## src/rtl/core/kpi_div.sv

```systemverilog
module kpi_div (
  input  logic                clk,
  input  logic                rst_n,
  input  logic                start,
  input  logic signed [32:0]  dividend,
  input  logic [15:0]         divisor,
  output logic                done,
  output logic [31:0]         quot
);

  logic        busy_r, busy_nxt;
  logic        done_r, done_nxt;
  logic        neg_r, neg_nxt;
  logic [32:0] work_r, work_nxt;
  logic [15:0] rem_r, rem_nxt;
  logic [15:0] den_r, den_nxt;
  logic [5:0]  cnt_r, cnt_nxt;
  logic [16:0] shifted;
  logic [16:0] trial;
  logic        fits;

  // restoring divide on magnitudes, one quotient bit per cycle
  always_comb begin
    busy_nxt = busy_r;
    done_nxt = 1'b0;
    neg_nxt  = neg_r;
    work_nxt = work_r;
    rem_nxt  = rem_r;
    den_nxt  = den_r;
    cnt_nxt  = cnt_r;
    shifted  = {rem_r, work_r[32]};
    trial    = shifted - {1'b0, den_r};
    fits     = (shifted >= {1'b0, den_r});
    if (start) begin
      busy_nxt = 1'b1;
      neg_nxt  = dividend[32];
      work_nxt = dividend[32] ? 33'(-dividend) : 33'(dividend);
      rem_nxt  = '0;
      den_nxt  = divisor;
      cnt_nxt  = 6'd32;
    end else if (busy_r) begin
      rem_nxt  = fits ? trial[15:0] : shifted[15:0];
      work_nxt = {work_r[31:0], fits};
      cnt_nxt  = cnt_r - 6'd1;
      if (cnt_r == 6'd0) begin
        busy_nxt = 1'b0;
        done_nxt = 1'b1;
      end
    end
  end

  always_ff @(posedge clk) begin
    if (!rst_n) begin
      busy_r <= 1'b0;
      done_r <= 1'b0;
    end else begin
      busy_r <= busy_nxt;
      done_r <= done_nxt;
    end
    neg_r  <= neg_nxt;
    work_r <= work_nxt;
    rem_r  <= rem_nxt;
    den_r  <= den_nxt;
    cnt_r  <= cnt_nxt;
  end

  assign done = done_r;
  assign quot = neg_r ? (32'd0 - work_r[31:0]) : work_r[31:0];

endmodule

```

## config.mk

```make
export PLATFORM = sky130hd
export DESIGN_NAME = kpi_div
export DESIGN_NICKNAME = d
export VERILOG_FILES = /design/src/rtl/core/kpi_div.sv
export SDC_FILE = /design/constraint.sdc
export NUM_CORES = 1
export LEC_CHECK = 0
export ABC_CLOCK_PERIOD_IN_PS = 2100
export CAP_MARGIN = 10
export CORE_MARGIN = 2
export CORE_UTILIZATION = 49
export DETAILED_ROUTE_END_ITERATION = 8
export DONT_BUFFER_PORTS = 1
export GPL_TIMING_DRIVEN = 0
export PLACE_DENSITY = 0.71
export SLEW_MARGIN = 20
export SYNTH_ARGS = -nofsm -noshare
export SYNTH_HDL_FRONTEND = slang
export SYNTH_SLANG_ARGS = --single-unit
```

## constraint.sdc

```tcl
create_clock -name clk -period 2.1 [get_ports clk]
set_input_delay 0 -clock clk [delete_from_list [all_inputs] [get_ports clk]]
set_output_delay 0 -clock clk [all_outputs]
set_load 0.05 [all_outputs]
```

==> metrics.md <==
| Metric | Value |
|---|---|
| Outcome | finished with violations |
| Failing checks | negative setup slack |
| Layout area overhead | 45.18% |
| Inserted Clock Buffers | 9 |
| IO buf count | 0 |
| Worst clock skew | 0.01771 ns |
| Die area | 11170 um2 |
| Vias in the first global route | 4856 |
| Syn. warnings | 0 |
| Global Route Usage Sum | 27.85% |
| Routed Antenna Nets | 0 |
| Prevailing post-synth register cell | edfxtp_1 |
| CP Data Required Time | 2.10 ns |
| Grt ovf | 0 |
| DIE HEIGHT | 105.7 um |
| WL final | 16.76 mm |
| Worst VDD drop | 0.0004022 V |
| Finish-stage setup viols | 43 |
| Final cell count without fillers | 784 |
| Largest net degree at the start of global routing | 34 |
| CP Launch Type | flip-flop |
| Post-synth EDFFs | 50 |
| Asr flop ratio synth | 0% |
| Final min period | 3.091 ns |
| Kind of critical path | reg2out |
| First-pass GRT wire length | 24.50 mm |
| Final-layout fill cell count | 673 |
| Maximum fanout along the worst path | 3 |
| I/O pin total | 85 |
| Leakage power | 0.002760 uW |
| Max cap viols | 0 |
| Drt pass-1 iters | 5 |
| H-tree depth | 3 |
| Fin nets | 716 |
| Setup ws final | -0.9913 ns |
| Iteration-0 DRC Markers | 389 |
| Clock-pin slew on the worst setup and hold paths | 0.09 ns |
| N_diodes | 0 |
| Inst Count DP | 683 |
| Multi-input gate area | 3916 um2 |
| Avg WL per Cell | 21.38 um |
| Antenna violations before repair | 0 |
| FF-to-FF path depth | 10 |
| Die width | 105.7 um |
| Cell Pwr Density | 707.2 nW/um2 |
| Share of layout cells above drive strength 1 | 29.78% |
| Worst Max-Slew Pin Slew | 1.085 ns |
| Post-Syn Area | 5065 um2 |
| Leading area contributor after synthesis | edfxtp_1 |
| Unrepaired setup endpoints after global routing | yes |
| Clk sinks | 74 |
| #FFs+latches synth | 74 |
| CTS tree | built |
| Rows | 37 |
| Max clock buf depth | 2 |
| Worst Hold Class | in2reg |
| Syn Inst Count | 547 |
| Placer Congestion | 0.8735 |
| Hold Vio Cnt, Final | 0 |
| Achievable Freq | 323.5 MHz |
| Syn_area_per_cell | 9.259 um2 |
| Worst hold path cell count | 2 |
| Most frequent cells in the layout | edfxtp_1, nor2_1, dlygate4sd3_1 |
| Residual DRC | 0 |
| Top-area cell type share of the netlist area | 29.64% |
| Synthesized Nets | 620 |
| Slew headroom | 27.12% |
| FF+latch area | 1986 um2 |
| Synth cell types | 63 |
| Via density per instance | 6.329 |
| Via count | 4962 |
| Period utilization | 147.2% |
| Worst skew pair latency | 0.36 ns |
| Util after Layout | 72.20% |
| Register area share after synthesis | 39.13% |
| Setup crit end kind | output pin |
| Root Buffer | clkbuf_8 |
| Total core area | 10180 um2 |
| Commonest non-fill, non-tap cell in the layout | edfxtp_1 |
| Synth top area cells | edfxtp_1, dfxtp_1, xnor2_1 |
| WP data arrival | 3.09 ns |
| Starting Density | 49.73% |
| Final Slew Violations | 0 |
| Hpwl dp | 9.701 mm |
-- synthesized netlist by cell type, drive strengths merged (7+ instances only) --
cell / instances
nand3: 15
edfxtp: 50
dfxtp: 24
xor2: 34
ha: 20
o31ai: 25
nor2: 50
clkbuf: 19
nor3: 15
nor2b: 10
nand2b: 7
a21oi: 40
o21ai: 28
o41ai: 8
nand2: 34
inv: 28
or4: 10
xnor2: 38
-- path summary, 6_finish.rpt --
path	start	endpoint	slack [ns]
worst max-delay path	work_r[19]	quot[31]	-0.99
worst min register to register	cnt_r[0]	cnt_r[0]	0.49
worst min-delay path	dividend[18]	work_r[18]	0.02
worst max register to register	den_r[1]	rem_r[14]	-0.28
-- logic make-up (layout without fill, tap and decap cells) --
logic type | count (synthesis) | count (layout) | share of synthesized area (%)
fa+ha+maj | 21 | 21 | 5.336
compound gates | 144 | 144 | 18.97
xor+xnor | 72 | 72 | 12.45
simple gates | 176 | 176 | 18.36
flops | 74 | 74 | 39.13
buf+inv | 51 | 152 | 3.878
mux | 9 | 9 | 1.877
-- worst max-delay path: stages (launching register included) --
cell and delay (ns):
edfxtp_1 0.43, or4_4 0.56, or3_4 0.36, nor3_4 0.17, or4b_4 0.52, o41ai_4 0.43
xnor2_4 0.26
-- metrics by stage --
step	TNS, ns	total power (uW)	cell area, um2	setup WS (ns)	hold WS (ns)
floorplan	-2.156	3048	5300	-0.3977	0.09887
global placement	-28.97	3236	5470	-0.6737	0.09892
detailed placement	-19.05	3272	5470	-0.7143	0.09891
CTS	-14.14	4998	6932	-0.8874	0.006640
global route	-19.62	5379	7353	-1.081	0.04174
finish	-16.09	5200	7353	-0.9913	0.01999
-- where the power goes --
part,internal [uW],total (uW),switching (uW)
logic,743,1910,1170
registers,1730,1920,196
clock network,794,1370,573
total,3270,5200,1930
-- what timing repair did --
action	in CTS	in global routing
cloned	2	0
setup buffers	24	14
hold buffers	48	0
endpoints found under the hold margin	65	0
pin swaps	45	31
gates resized for setup	102	57
setup endpoints to repair	80	78
-- metal layers --
| layer | up-vias | GRT usage [%] | routed length, um | share of wire [%] |
|---|---|---|---|---|
| met5 | - | 0 | 0 | 0 |
| met4 | 0 | 11.84 | 751 | 4.5 |
| met3 | 75 | 4.886 | 1473 | 8.8 |
| met2 | 283 | 48.66 | 8395 | 50 |
| met1 | 2387 | 33.73 | 6142 | 37 |
| li1 | 2217 | - | - | - |
-- registers in the layout, summed over array words and instances, names as in the netlist --
signal and flops:
done 1, den_r 16, work_r 33, busy_r 1, neg_r 1, rem_r 16
cnt_r 6
-- cell type report --
class,instances,share of cell area (%)
Buffer,21,1.446
Clock buffer,10,1.736
Clock inverter,6,1.548
Inverter,28,1.497
Multi-Input combinational cell,422,53.26
Sequential cell,74,27.00
Tap cell,136,2.314
Timing Repair Buffer,87,11.20
Power figures use the tool's default switching activity.
